### src/hw/rtl/xsr_pkg.sv
// Shared constants, types and helper functions of the xoshiro256** ranged generator.
package xsr_pkg;

    localparam int WORD_W    = 64;
    localparam int HALF_W    = WORD_W / 2;
    localparam int GEN_WORDS = 4;
    localparam int WIDX_W    = $clog2(GEN_WORDS);
    localparam int DIV_CNT_W = $clog2(WORD_W);

    localparam logic [WORD_W-1:0] SM_GAMMA = 64'h9e37_79b9_7f4a_7c15;
    localparam logic [WORD_W-1:0] SM_MUL1  = 64'hbf58_476d_1ce4_e5b9;
    localparam logic [WORD_W-1:0] SM_MUL2  = 64'h94d0_49bb_1331_11eb;

    localparam int SM_SH1    = 30;
    localparam int SM_SH2    = 27;
    localparam int SM_SH3    = 31;
    localparam int ROT_OUT   = 7;
    localparam int ROT_S3    = 45;
    localparam int SHIFT_S1  = 17;

    typedef enum logic
    {
        OP_RAW    = 1'b0,
        OP_RANGED = 1'b1
    } opcode_t;

    typedef enum logic [1:0]
    {
        RES_X    = 2'd0,
        RES_REM  = 2'd1,
        RES_ZERO = 2'd2
    } res_src_t;

    typedef struct packed
    {
        logic     seed_start;
        logic     sm_add;
        logic     mul2_start;
        logic     word_wr;
        logic     item_load;
        logic     draw;
        logic     div_x_start;
        logic     div_lim_start;
        logic     lim_load;
        logic     res_load;
        res_src_t res_src;
        logic     out_load;
    } xsr_cmd_t;

    typedef struct packed
    {
        logic mul_done;
        logic div_done;
        logic word_last;
        logic op_ranged;
        logic bound_zero;
        logic x_lt_bound;
        logic lim_known;
        logic x_lt_lim;
        logic out_free;
    } xsr_sts_t;

    function automatic logic [WORD_W-1:0] rotl64(input logic [WORD_W-1:0] v, input int k);
        return (v << k) | (v >> (WORD_W - k));
    endfunction

endpackage

### src/hw/rtl/xsr_mul.sv
// Iterative 64 x 64 multiplier keeping the low 64 bits, one 32 x 32 partial product a cycle.
module xsr_mul (
    input  logic                       clk,
    input  logic                       rst_n,
    input  logic                       start,
    input  logic [xsr_pkg::WORD_W-1:0] a,
    input  logic [xsr_pkg::WORD_W-1:0] b,
    output logic                       done,
    output logic [xsr_pkg::WORD_W-1:0] prod
);
    import xsr_pkg::*;

    localparam logic [1:0] STEP_LL  = 2'd0;
    localparam logic [1:0] STEP_LH  = 2'd1;
    localparam logic [1:0] STEP_HL  = 2'd2;
    localparam logic [1:0] STEP_ACC = 2'd3;

    logic [WORD_W-1:0] a_reg;
    logic [WORD_W-1:0] b_reg;
    logic [WORD_W-1:0] pp_reg;
    logic [WORD_W-1:0] acc_reg;
    logic [1:0]        step_reg;
    logic              busy_reg;
    logic              done_reg;
    logic [HALF_W-1:0] mx;
    logic [HALF_W-1:0] my;
    logic [WORD_W-1:0] pp;

    // The high-by-high product falls wholly above bit 63 and is never formed.
    always_comb
    begin
        mx = (step_reg == STEP_HL) ? a_reg[WORD_W-1:HALF_W] : a_reg[HALF_W-1:0];
        my = (step_reg == STEP_LH) ? b_reg[WORD_W-1:HALF_W] : b_reg[HALF_W-1:0];
        pp = WORD_W'(mx) * WORD_W'(my);
    end

    always_ff @(posedge clk or negedge rst_n)
    begin
        if (!rst_n)
        begin
            busy_reg <= 1'b0;
            done_reg <= 1'b0;
            step_reg <= STEP_LL;
        end
        else if (start)
        begin
            busy_reg <= 1'b1;
            done_reg <= 1'b0;
            step_reg <= STEP_LL;
        end
        else if (busy_reg)
        begin
            step_reg <= step_reg + 2'd1;
            if (step_reg == STEP_ACC)
            begin
                busy_reg <= 1'b0;
                done_reg <= 1'b1;
            end
        end
        else
        begin
            done_reg <= 1'b0;
        end
    end

    always_ff @(posedge clk)
    begin
        if (start)
        begin
            a_reg <= a;
            b_reg <= b;
        end
        else if (busy_reg)
        begin
            pp_reg <= pp;
            case (step_reg)
                STEP_LH:  acc_reg <= pp_reg;
                STEP_HL,
                STEP_ACC: acc_reg <= acc_reg + {pp_reg[HALF_W-1:0], {HALF_W{1'b0}}};
                default:  acc_reg <= acc_reg;
            endcase
        end
    end

    assign done = done_reg;
    assign prod = acc_reg;

endmodule

### src/hw/rtl/xsr_div.sv
// Restoring radix-2 divider giving the 64-bit remainder, one quotient bit a cycle.
module xsr_div (
    input  logic                       clk,
    input  logic                       rst_n,
    input  logic                       start,
    input  logic [xsr_pkg::WORD_W-1:0] dividend,
    input  logic [xsr_pkg::WORD_W-1:0] divisor,
    output logic                       done,
    output logic [xsr_pkg::WORD_W-1:0] rem
);
    import xsr_pkg::*;

    logic [WORD_W-1:0]    rem_reg;
    logic [WORD_W-1:0]    dvd_reg;
    logic [WORD_W-1:0]    dvs_reg;
    logic [DIV_CNT_W-1:0] cnt_reg;
    logic                 busy_reg;
    logic                 done_reg;
    logic [WORD_W:0]      shifted;
    logic [WORD_W:0]      diff;
    logic                 fits;
    logic [WORD_W-1:0]    rem_next;

    // The partial remainder stays below the divisor, so the shifted value needs one extra bit.
    always_comb
    begin
        shifted  = {rem_reg, dvd_reg[WORD_W-1]};
        diff     = shifted - {1'b0, dvs_reg};
        fits     = shifted >= {1'b0, dvs_reg};
        rem_next = fits ? diff[WORD_W-1:0] : shifted[WORD_W-1:0];
    end

    always_ff @(posedge clk or negedge rst_n)
    begin
        if (!rst_n)
        begin
            busy_reg <= 1'b0;
            done_reg <= 1'b0;
            cnt_reg  <= '0;
        end
        else if (start)
        begin
            busy_reg <= 1'b1;
            done_reg <= 1'b0;
            cnt_reg  <= '0;
        end
        else if (busy_reg)
        begin
            cnt_reg <= cnt_reg + 1'b1;
            if (cnt_reg == {DIV_CNT_W{1'b1}})
            begin
                busy_reg <= 1'b0;
                done_reg <= 1'b1;
            end
        end
        else
        begin
            done_reg <= 1'b0;
        end
    end

    always_ff @(posedge clk)
    begin
        if (start)
        begin
            rem_reg <= '0;
            dvd_reg <= dividend;
            dvs_reg <= divisor;
        end
        else if (busy_reg)
        begin
            rem_reg <= rem_next;
            dvd_reg <= {dvd_reg[WORD_W-2:0], 1'b0};
        end
    end

    assign done = done_reg;
    assign rem  = rem_reg;

endmodule

### src/hw/rtl/xsr_dp.sv
// Datapath: seed and state words, SplitMix64 expansion, generator step, limit and output registers.
module xsr_dp (
    input  logic                       clk,
    input  logic                       rst_n,
    input  logic                       cfg_wr_en,
    input  logic [xsr_pkg::WORD_W-1:0] cfg_wr_data,
    input  logic                       opcode,
    input  logic [xsr_pkg::WORD_W-1:0] range_bound,
    input  xsr_pkg::xsr_cmd_t          cmd,
    output xsr_pkg::xsr_sts_t          sts,
    input  logic                       out_ready,
    output logic                       out_valid,
    output logic [xsr_pkg::WORD_W-1:0] out_data
);
    import xsr_pkg::*;

    logic [WORD_W-1:0] seed_reg;
    logic [WORD_W-1:0] ctr_reg;
    logic [WIDX_W-1:0] widx_reg;
    logic [WORD_W-1:0] gen_words_reg [GEN_WORDS];
    logic              opcode_reg;
    logic [WORD_W-1:0] bound_reg;
    logic [WORD_W-1:0] x_reg;
    logic [WORD_W-1:0] lim_reg;
    logic              lim_ok_reg;
    logic [WORD_W-1:0] res_reg;
    logic [WORD_W-1:0] out_data_reg;
    logic              out_valid_reg;

    logic [WORD_W-1:0] ctr_sum;
    logic [WORD_W-1:0] mix30;
    logic [WORD_W-1:0] mix27;
    logic [WORD_W-1:0] word_fin;
    logic [WORD_W-1:0] mul_a;
    logic [WORD_W-1:0] mul_b;
    logic              mul_start;
    logic              mul_done;
    logic [WORD_W-1:0] mul_prod;
    logic [WORD_W-1:0] w1_x5;
    logic [WORD_W-1:0] w1_rot;
    logic [WORD_W-1:0] draw_out;
    logic [WORD_W-1:0] neg_bound;
    logic              big_bound;
    logic [WORD_W-1:0] lim_val;
    logic              div_start;
    logic [WORD_W-1:0] div_dividend;
    logic              div_done;
    logic [WORD_W-1:0] div_rem;

    always_comb
    begin
        ctr_sum  = ctr_reg + SM_GAMMA;
        mix30    = ctr_sum ^ (ctr_sum >> SM_SH1);
        mix27    = mul_prod ^ (mul_prod >> SM_SH2);
        word_fin = mul_prod ^ (mul_prod >> SM_SH3);

        mul_start = cmd.sm_add | cmd.mul2_start;
        mul_a     = cmd.sm_add ? mix30 : mix27;
        mul_b     = cmd.sm_add ? SM_MUL1 : SM_MUL2;

        // Multiplications by 5 and 9 are shift-and-add.
        w1_x5    = gen_words_reg[1] + (gen_words_reg[1] << 2);
        w1_rot   = rotl64(w1_x5, ROT_OUT);
        draw_out = w1_rot + (w1_rot << 3);

        // For a bound above 2^63 the quotient of 2^64 is one, so the limit is simply 2^64 - n.
        neg_bound = '0 - bound_reg;
        big_bound = bound_reg[WORD_W-1] && (bound_reg[WORD_W-2:0] != '0);
        lim_val   = big_bound ? neg_bound : lim_reg;

        div_start    = cmd.div_x_start | cmd.div_lim_start;
        div_dividend = cmd.div_lim_start ? neg_bound : x_reg;
    end

    xsr_mul u_mul (
        .clk   (clk),
        .rst_n (rst_n),
        .start (mul_start),
        .a     (mul_a),
        .b     (mul_b),
        .done  (mul_done),
        .prod  (mul_prod)
    );

    xsr_div u_div (
        .clk      (clk),
        .rst_n    (rst_n),
        .start    (div_start),
        .dividend (div_dividend),
        .divisor  (bound_reg),
        .done     (div_done),
        .rem      (div_rem)
    );

    always_ff @(posedge clk or negedge rst_n)
    begin
        if (!rst_n)
        begin
            seed_reg      <= '0;
            widx_reg      <= '0;
            lim_ok_reg    <= 1'b0;
            out_valid_reg <= 1'b0;
        end
        else
        begin
            if (cfg_wr_en)
            begin
                seed_reg <= cfg_wr_data;
            end
            if (cmd.seed_start)
            begin
                widx_reg <= '0;
            end
            else if (cmd.word_wr)
            begin
                widx_reg <= widx_reg + 1'b1;
            end
            if (cmd.item_load)
            begin
                lim_ok_reg <= 1'b0;
            end
            else if (cmd.lim_load)
            begin
                lim_ok_reg <= 1'b1;
            end
            if (cmd.out_load)
            begin
                out_valid_reg <= 1'b1;
            end
            else if (out_ready)
            begin
                out_valid_reg <= 1'b0;
            end
        end
    end

    always_ff @(posedge clk)
    begin
        if (cmd.seed_start)
        begin
            ctr_reg <= seed_reg;
        end
        else if (cmd.sm_add)
        begin
            ctr_reg <= ctr_sum;
        end

        if (cmd.word_wr)
        begin
            gen_words_reg[widx_reg] <= word_fin;
        end
        else if (cmd.draw)
        begin
            gen_words_reg[0] <= gen_words_reg[0] ^ gen_words_reg[3] ^ gen_words_reg[1];
            gen_words_reg[1] <= gen_words_reg[1] ^ gen_words_reg[2] ^ gen_words_reg[0];
            gen_words_reg[2] <= gen_words_reg[2] ^ gen_words_reg[0]
                                ^ (gen_words_reg[1] << SHIFT_S1);
            gen_words_reg[3] <= rotl64(gen_words_reg[3] ^ gen_words_reg[1], ROT_S3);
        end

        if (cmd.item_load)
        begin
            opcode_reg <= opcode;
            bound_reg  <= range_bound;
        end
        if (cmd.draw)
        begin
            x_reg <= draw_out;
        end
        if (cmd.lim_load)
        begin
            lim_reg <= div_rem;
        end
        if (cmd.res_load)
        begin
            case (cmd.res_src)
                RES_X:    res_reg <= x_reg;
                RES_REM:  res_reg <= div_rem;
                RES_ZERO: res_reg <= '0;
                default:  res_reg <= '0;
            endcase
        end
        if (cmd.out_load)
        begin
            out_data_reg <= res_reg;
        end
    end

    always_comb
    begin
        sts.mul_done   = mul_done;
        sts.div_done   = div_done;
        sts.word_last  = widx_reg == WIDX_W'(GEN_WORDS - 1);
        sts.op_ranged  = opcode_reg == OP_RANGED;
        sts.bound_zero = bound_reg == '0;
        sts.x_lt_bound = x_reg < bound_reg;
        sts.lim_known  = big_bound | lim_ok_reg;
        sts.x_lt_lim   = x_reg < lim_val;
        sts.out_free   = !out_valid_reg | out_ready;
    end

    assign out_valid = out_valid_reg;
    assign out_data  = out_data_reg;

    // A new result must never overwrite one that has not been taken.
    a_no_overwrite: assert property (@(posedge clk) disable iff (!rst_n)
        cmd.out_load |-> (!out_valid_reg || out_ready))
        else $error("result register overwritten before it was taken");

    // The divider is never started on a zero bound.
    a_div_nonzero: assert property (@(posedge clk) disable iff (!rst_n)
        div_start |-> (bound_reg != '0))
        else $error("division started with a zero divisor");

    // The computed rejection limit is a true remainder of the bound.
    a_lim_range: assert property (@(posedge clk) disable iff (!rst_n)
        cmd.lim_load |-> (div_rem < bound_reg))
        else $error("rejection limit not below the bound");

    // The generator state is never all zero when it is stepped.
    a_state_live: assert property (@(posedge clk) disable iff (!rst_n)
        cmd.draw |-> ((gen_words_reg[0] | gen_words_reg[1] | gen_words_reg[2]
                       | gen_words_reg[3]) != '0))
        else $error("generator stepped from an all-zero state");

endmodule

### src/hw/rtl/xsr_ctrl.sv
// Controller state machine sequencing seed expansion, draws, rejection and output.
module xsr_ctrl (
    input  logic              clk,
    input  logic              rst_n,
    input  logic              cfg_wr_en,
    input  logic              in_valid,
    output logic              in_ready,
    output xsr_pkg::xsr_cmd_t cmd,
    input  xsr_pkg::xsr_sts_t sts
);
    import xsr_pkg::*;

    typedef enum logic [9:0]
    {
        S_SEED_START = 10'b00_0000_0001,
        S_SEED_ADD   = 10'b00_0000_0010,
        S_SEED_M1    = 10'b00_0000_0100,
        S_SEED_M2    = 10'b00_0000_1000,
        S_IDLE       = 10'b00_0001_0000,
        S_DRAW       = 10'b00_0010_0000,
        S_CHECK      = 10'b00_0100_0000,
        S_LIM        = 10'b00_1000_0000,
        S_DIV        = 10'b01_0000_0000,
        S_OUT        = 10'b10_0000_0000
    } state_t;

    state_t state_reg;
    state_t state_next;

    // A seed write takes priority, so an item never slips in ahead of the re-expansion.
    assign in_ready = (state_reg == S_IDLE) && !cfg_wr_en;

    always_comb
    begin
        cmd        = '0;
        cmd.res_src = RES_X;
        state_next = state_reg;
        unique case (state_reg)
            S_SEED_START:
            begin
                cmd.seed_start = 1'b1;
                state_next     = S_SEED_ADD;
            end
            S_SEED_ADD:
            begin
                cmd.sm_add = 1'b1;
                state_next = S_SEED_M1;
            end
            S_SEED_M1:
            begin
                if (sts.mul_done)
                begin
                    cmd.mul2_start = 1'b1;
                    state_next     = S_SEED_M2;
                end
            end
            S_SEED_M2:
            begin
                if (sts.mul_done)
                begin
                    cmd.word_wr = 1'b1;
                    state_next  = sts.word_last ? S_IDLE : S_SEED_ADD;
                end
            end
            S_IDLE:
            begin
                if (in_valid && in_ready)
                begin
                    cmd.item_load = 1'b1;
                    state_next    = S_DRAW;
                end
            end
            S_DRAW:
            begin
                if (sts.op_ranged && sts.bound_zero)
                begin
                    cmd.res_load = 1'b1;
                    cmd.res_src  = RES_ZERO;
                    state_next   = S_OUT;
                end
                else
                begin
                    cmd.draw   = 1'b1;
                    state_next = S_CHECK;
                end
            end
            S_CHECK:
            begin
                if (!sts.op_ranged)
                begin
                    cmd.res_load = 1'b1;
                    state_next   = S_OUT;
                end
                else if (!sts.x_lt_bound)
                begin
                    // A draw at or above the bound is also above the limit and is kept.
                    cmd.div_x_start = 1'b1;
                    state_next      = S_DIV;
                end
                else if (sts.lim_known)
                begin
                    if (sts.x_lt_lim)
                    begin
                        state_next = S_DRAW;
                    end
                    else
                    begin
                        cmd.res_load = 1'b1;
                        state_next   = S_OUT;
                    end
                end
                else
                begin
                    cmd.div_lim_start = 1'b1;
                    state_next        = S_LIM;
                end
            end
            S_LIM:
            begin
                if (sts.div_done)
                begin
                    cmd.lim_load = 1'b1;
                    state_next   = S_CHECK;
                end
            end
            S_DIV:
            begin
                if (sts.div_done)
                begin
                    cmd.res_load = 1'b1;
                    cmd.res_src  = RES_REM;
                    state_next   = S_OUT;
                end
            end
            S_OUT:
            begin
                if (sts.out_free)
                begin
                    cmd.out_load = 1'b1;
                    state_next   = S_IDLE;
                end
            end
            default:
            begin
                state_next = S_SEED_START;
            end
        endcase

        if (cfg_wr_en)
        begin
            state_next = S_SEED_START;
        end
    end

    always_ff @(posedge clk or negedge rst_n)
    begin
        if (!rst_n)
        begin
            state_reg <= S_SEED_START;
        end
        else
        begin
            state_reg <= state_next;
        end
    end

endmodule

### src/hw/rtl/xoshiro256ss_ranged_prng.sv
// Top level of the xoshiro256** generator with SplitMix64 seeding and unbiased ranged output.
//
//  Channel   Direction  Handshake                      Contents
//  s_axis    in         s_axis_tvalid / s_axis_tready  tuser: opcode; tdata: range_bound
//  m_axis    out        m_axis_tvalid / m_axis_tready  tdata: random_value
//  cfg       in         cfg_wr_en                      cfg_wr_data: seed_value
//
// A raw item loads its result in the check state that follows its draw; a ranged item whose draw
// needs the 64-step remainder divider is held in the divide state until the divider is done.
// Each rejected draw repeats the draw and check states; for a bound up to 2^63 the
// rejection limit is found once per item by a second division, started when a draw
// first falls below the bound. After reset and each seed write the state is re-expanded
// with s_axis_tready low. A result waits in the output register while the next item is
// taken; a stall only occurs when a new result finds that register still full.
module xoshiro256ss_ranged_prng (
    input  logic                       clk,
    input  logic                       rst_n,
    input  logic                       s_axis_tvalid,
    output logic                       s_axis_tready,
    input  logic [xsr_pkg::WORD_W-1:0] s_axis_tdata,   // [63:0] range_bound
    input  logic [0:0]                 s_axis_tuser,   // [0] opcode
    output logic                       m_axis_tvalid,
    input  logic                       m_axis_tready,
    output logic [xsr_pkg::WORD_W-1:0] m_axis_tdata,   // [63:0] random_value
    input  logic                       cfg_wr_en,
    input  logic [xsr_pkg::WORD_W-1:0] cfg_wr_data
);
    import xsr_pkg::*;

    xsr_cmd_t cmd;
    xsr_sts_t sts;

    xsr_ctrl u_ctrl (
        .clk       (clk),
        .rst_n     (rst_n),
        .cfg_wr_en (cfg_wr_en),
        .in_valid  (s_axis_tvalid),
        .in_ready  (s_axis_tready),
        .cmd       (cmd),
        .sts       (sts)
    );

    xsr_dp u_dp (
        .clk         (clk),
        .rst_n       (rst_n),
        .cfg_wr_en   (cfg_wr_en),
        .cfg_wr_data (cfg_wr_data),
        .opcode      (s_axis_tuser[0]),
        .range_bound (s_axis_tdata),
        .cmd         (cmd),
        .sts         (sts),
        .out_ready   (m_axis_tready),
        .out_valid   (m_axis_tvalid),
        .out_data    (m_axis_tdata)
    );

endmodule
### config.mk
export PLATFORM = sky130hd
export DESIGN_NAME = xoshiro256ss_ranged_prng
export DESIGN_NICKNAME = d
export VERILOG_FILES = /design/src/hw/rtl/xsr_pkg.sv /design/src/hw/rtl/xsr_mul.sv /design/src/hw/rtl/xsr_div.sv /design/src/hw/rtl/xsr_dp.sv /design/src/hw/rtl/xsr_ctrl.sv /design/src/hw/rtl/xoshiro256ss_ranged_prng.sv
export SDC_FILE = /design/constraint.sdc
export NUM_CORES = 2
export LEC_CHECK = 0
export ABC_AREA = 0
export BUFFER_PORTS_ARGS = -buffer_cell sky130_fd_sc_hd__buf_4
export CORE_ASPECT_RATIO = 1.2
export CORE_MARGIN = 2
export CORE_UTILIZATION = 45
export CTS_CLUSTER_SIZE = 10
export DETAILED_ROUTE_END_ITERATION = 7
export GPL_TIMING_DRIVEN = 1
export PLACE_DENSITY_LB_ADDON = 0.2
export SLEW_MARGIN = 20
export SYNTH_ARGS = -nofsm -noshare
export SYNTH_HDL_FRONTEND = slang
export SYNTH_SLANG_ARGS = --single-unit
### constraint.sdc
create_clock -name clk -period 12.1 [get_ports clk]
set_input_delay 1.21 -clock clk [delete_from_list [all_inputs] [get_ports clk]]
set_output_delay 1.21 -clock clk [all_outputs]
set_load 0.05 [all_outputs]
==> summary.txt <==
STA
  – Slew at the pin closest to its max-slew limit: 1.136 ns
  – F_max: 0.08685 GHz
  – Worst Skew: 0.02203 ns
  – Pins Over Slew Limit: 0
  – Tcrit/Tclk final: 95.16%
  – Final Critical Period: 11.51 ns
  – Final-report setup violation count: 0
  – Total negative slack: 0 ns
  – Relative slew slack: 23.74%
  – Final Hold Fails: 0
  – RSZ-0062 raised after global routing: no

Synth
  – Syn Nets: 10450
  – Largest area contributor in the netlist: edfxtp_1
  – Register bit total from synthesis: 1117
  – Post-Syn Instances: 8805
  – Mapped cell area: 0.09227 mm^2
  – Top FF cell, synth: edfxtp_1
  – Synth cell types: 113
  – Number of enable flip-flop cells after synthesis: 963
  – Yosys top cell area share: 31.34%
  – Syn Area/Cell: 10.48 um^2
  – Async S/R FF share, synth: 8.057%
  – Synth warnings: 0
  – Register area share after synthesis: 35.17%
  – Area contributors post-synth: edfxtp_1, fa_1, ha_1

Global routing
  – Vias in the first global route: 70800
  – GR Overflow Total: 0
  – Largest net degree at the start of global routing: 117
  – First-pass GRT wire length: 468700 um
  – GR Util All Layers: 30.74%
  – Initial antenna violation count: 4

Finish
  – Most frequent cells in the layout: inv_1, edfxtp_1, fa_1, nand2_1, ha_1
  – Ratio of cells with drive above 1 in the final layout: 7.879%
  – P&R area growth vs syn: 9.125%
  – Commonest non-fill, non-tap cell in the layout: inv_1
  – Largest register FFs: 256
  – NumNets Final: 10580

Job
  – # Max-Cap Violations: 0

Critical path
  – Critical Path AT: 12.04 ns
  – Crit. Startpoint: u_dp.u_mul.step_reg[1]
  – FF-to-FF End: u_dp.u_mul.pp_reg[60]
  – CP dominant cell by count: fa_1
  – Worst setup SP type: register
  – Slowest stage delay, CP: 0.89 ns
  – Register-to-Register Path Depth: 31
  – Crit-path max FO: 27
  – WP data required: 12.62 ns
  – Path type of the worst setup path: register to register
  – Crit end category: register
  – Slowest cell on crit path: ha_2
  – R2r setup slk: 0.59 ns
  – Worst R2R Start: u_dp.u_mul.step_reg[1]

Placement
  – RD Place Congestion: 1.012
  – Port buffer count: 199
  – Final HPWL DP: 258800 um

CTS
  – Cts hold-fix bufs: 0
  – Clk buf depth: 3
  – Resized Gates After CTS: 0
  – Number of post-CTS setup repair buffers: 0
  – CTS tree: done
  – Num CTS Buffers: 132
  – Clock latency at the later pin of the worst-skew pair: 0.79 ns
  – Htree depth: 4
  – CTS Root Cell: clkbuf_16
  – Sink Count: 1117
  – Clock slew at reported path FFs: 0.06 ns

Floorplan
  – Die width: 417.4 um
  – Die area: 0.2087 mm^2
  – # IOs: 200
  – Die H: 500.0 um
  – Cell Rows: 182
  – Core area: 0.2043 mm^2
  – Starting Density: 45.17%

Detailed routing
  – Drt total wl: 320200 um
  – Via density: 5.671
  – Remaining DRCs: 0
  – Routed len/inst: 27.37 um
  – Initial drt markers: 4813
  – DRT Pass-1 Iters: 6
  – Post-route ant nets: 0
  – Via count: 66330

Run status
  – Status: finished, final reports clean

Hold path
  – HP Class: input port to async pin
[how the worst max path moves through the flow]
stage	endpoint	cells past startpoint
2_1_floorplan	u_dp.u_mul.pp_reg[60]	34
3_3_place_gp	u_dp.u_mul.pp_reg[60]	29
3_5_place_dp	u_dp.u_mul.pp_reg[60]	29
4_1_cts	u_dp.u_mul.pp_reg[60]	29
5_1_grt	u_dp.u_mul.pp_reg[62]	32
6_report	u_dp.u_mul.pp_reg[60]	31
[Yosys cell counts (32+ instances only)]
cell type,instances
inv_1,1141
edfxtp_1,963
fa_1,819
nand2_1,763
ha_1,690
nor2_1,538
o21ai_0,513
xnor2_1,490
a21oi_1,461
xor2_1,327
a21o_1,238
clkbuf_1,220
nand3_1,146
mux2i_1,145
mux2_2,100
and2_1,94
dfrtp_1,89
nand4_1,84
nor3_1,76
o21ai_1,65
dfxtp_1,64
nand2b_1,56
nor2b_1,55
and3_1,47
o22ai_1,46
o21bai_1,45
a31oi_1,38
a211oi_1,33
nor4_1,32
o21a_1,32
[final cells by class]
| cell class | count | area [um^2] |
|---|---|---|
| Fill cell | 18920 | 103600 |
| Multi-Input combinational cell | 6251 | 54550 |
| Sequential cell | 1117 | 32460 |
| Inverter | 1153 | 4330 |
| Clock buffer | 199 | 3617 |
| Tap cell | 2668 | 3338 |
| Timing Repair Buffer | 285 | 2140 |
| Clock inverter | 19 | 250.2 |
| Antenna cell | 4 | 10.01 |
[worst max-delay path, delay by kind of cell, from the launching register on]
kind            cells  cell delay, ns
buf+inv             5            0.94
flops               1            0.59
simple gates        8            1.89
fa+ha+maj          10            5.39
compound gates      6            1.63
mux                 1            0.66
xor+xnor            1            0.14
[per-layer routing]
| metal | GRT usage (%) | vias to the layer above | wire, um |
|---|---|---|---|
| li1 | - | 30150 | - |
| met1 | 32.44 | 33320 | 113200 |
| met2 | 55.74 | 2055 | 164400 |
| met3 | 3.158 | 802 | 12260 |
| met4 | 24.31 | 2 | 30320 |
| met5 | 0 | - | 16 |
[logic make-up after synthesis]
group,count (synthesis),share of synthesized area [%]
AO/OA/AOI/OAI,1646,10.84
XOR/XNOR,818,7.772
adder cells (fa/ha/maj),1509,27.12
buffers and inverters,1437,5.964
flip-flops,1117,35.17
multiplexers,253,2.891
AND/OR/NAND/NOR,2025,10.24
[metrics by stage]
stage | area, um^2 | setup slack, ns | util (%) | hold WS [ns] | cells
after floorplan | 92270 | 2.764 | - | 0.4003 | 8805
after global placement | 96780 | 0.6524 | 47.38 | 0.4007 | 11470
after detailed placement | 96810 | 0.5137 | 47.39 | 0.4045 | 11470
after CTS | 100700 | 0.4746 | 49.29 | 0.3689 | 11690
after global routing | 100700 | 0.4138 | 49.29 | 0.4207 | 11690
final | 100700 | 0.5857 | 49.30 | 0.3998 | 11700
Power is not shown: default switching activity piles up to over one toggle a cycle in this logic, so the estimate is an artifact.
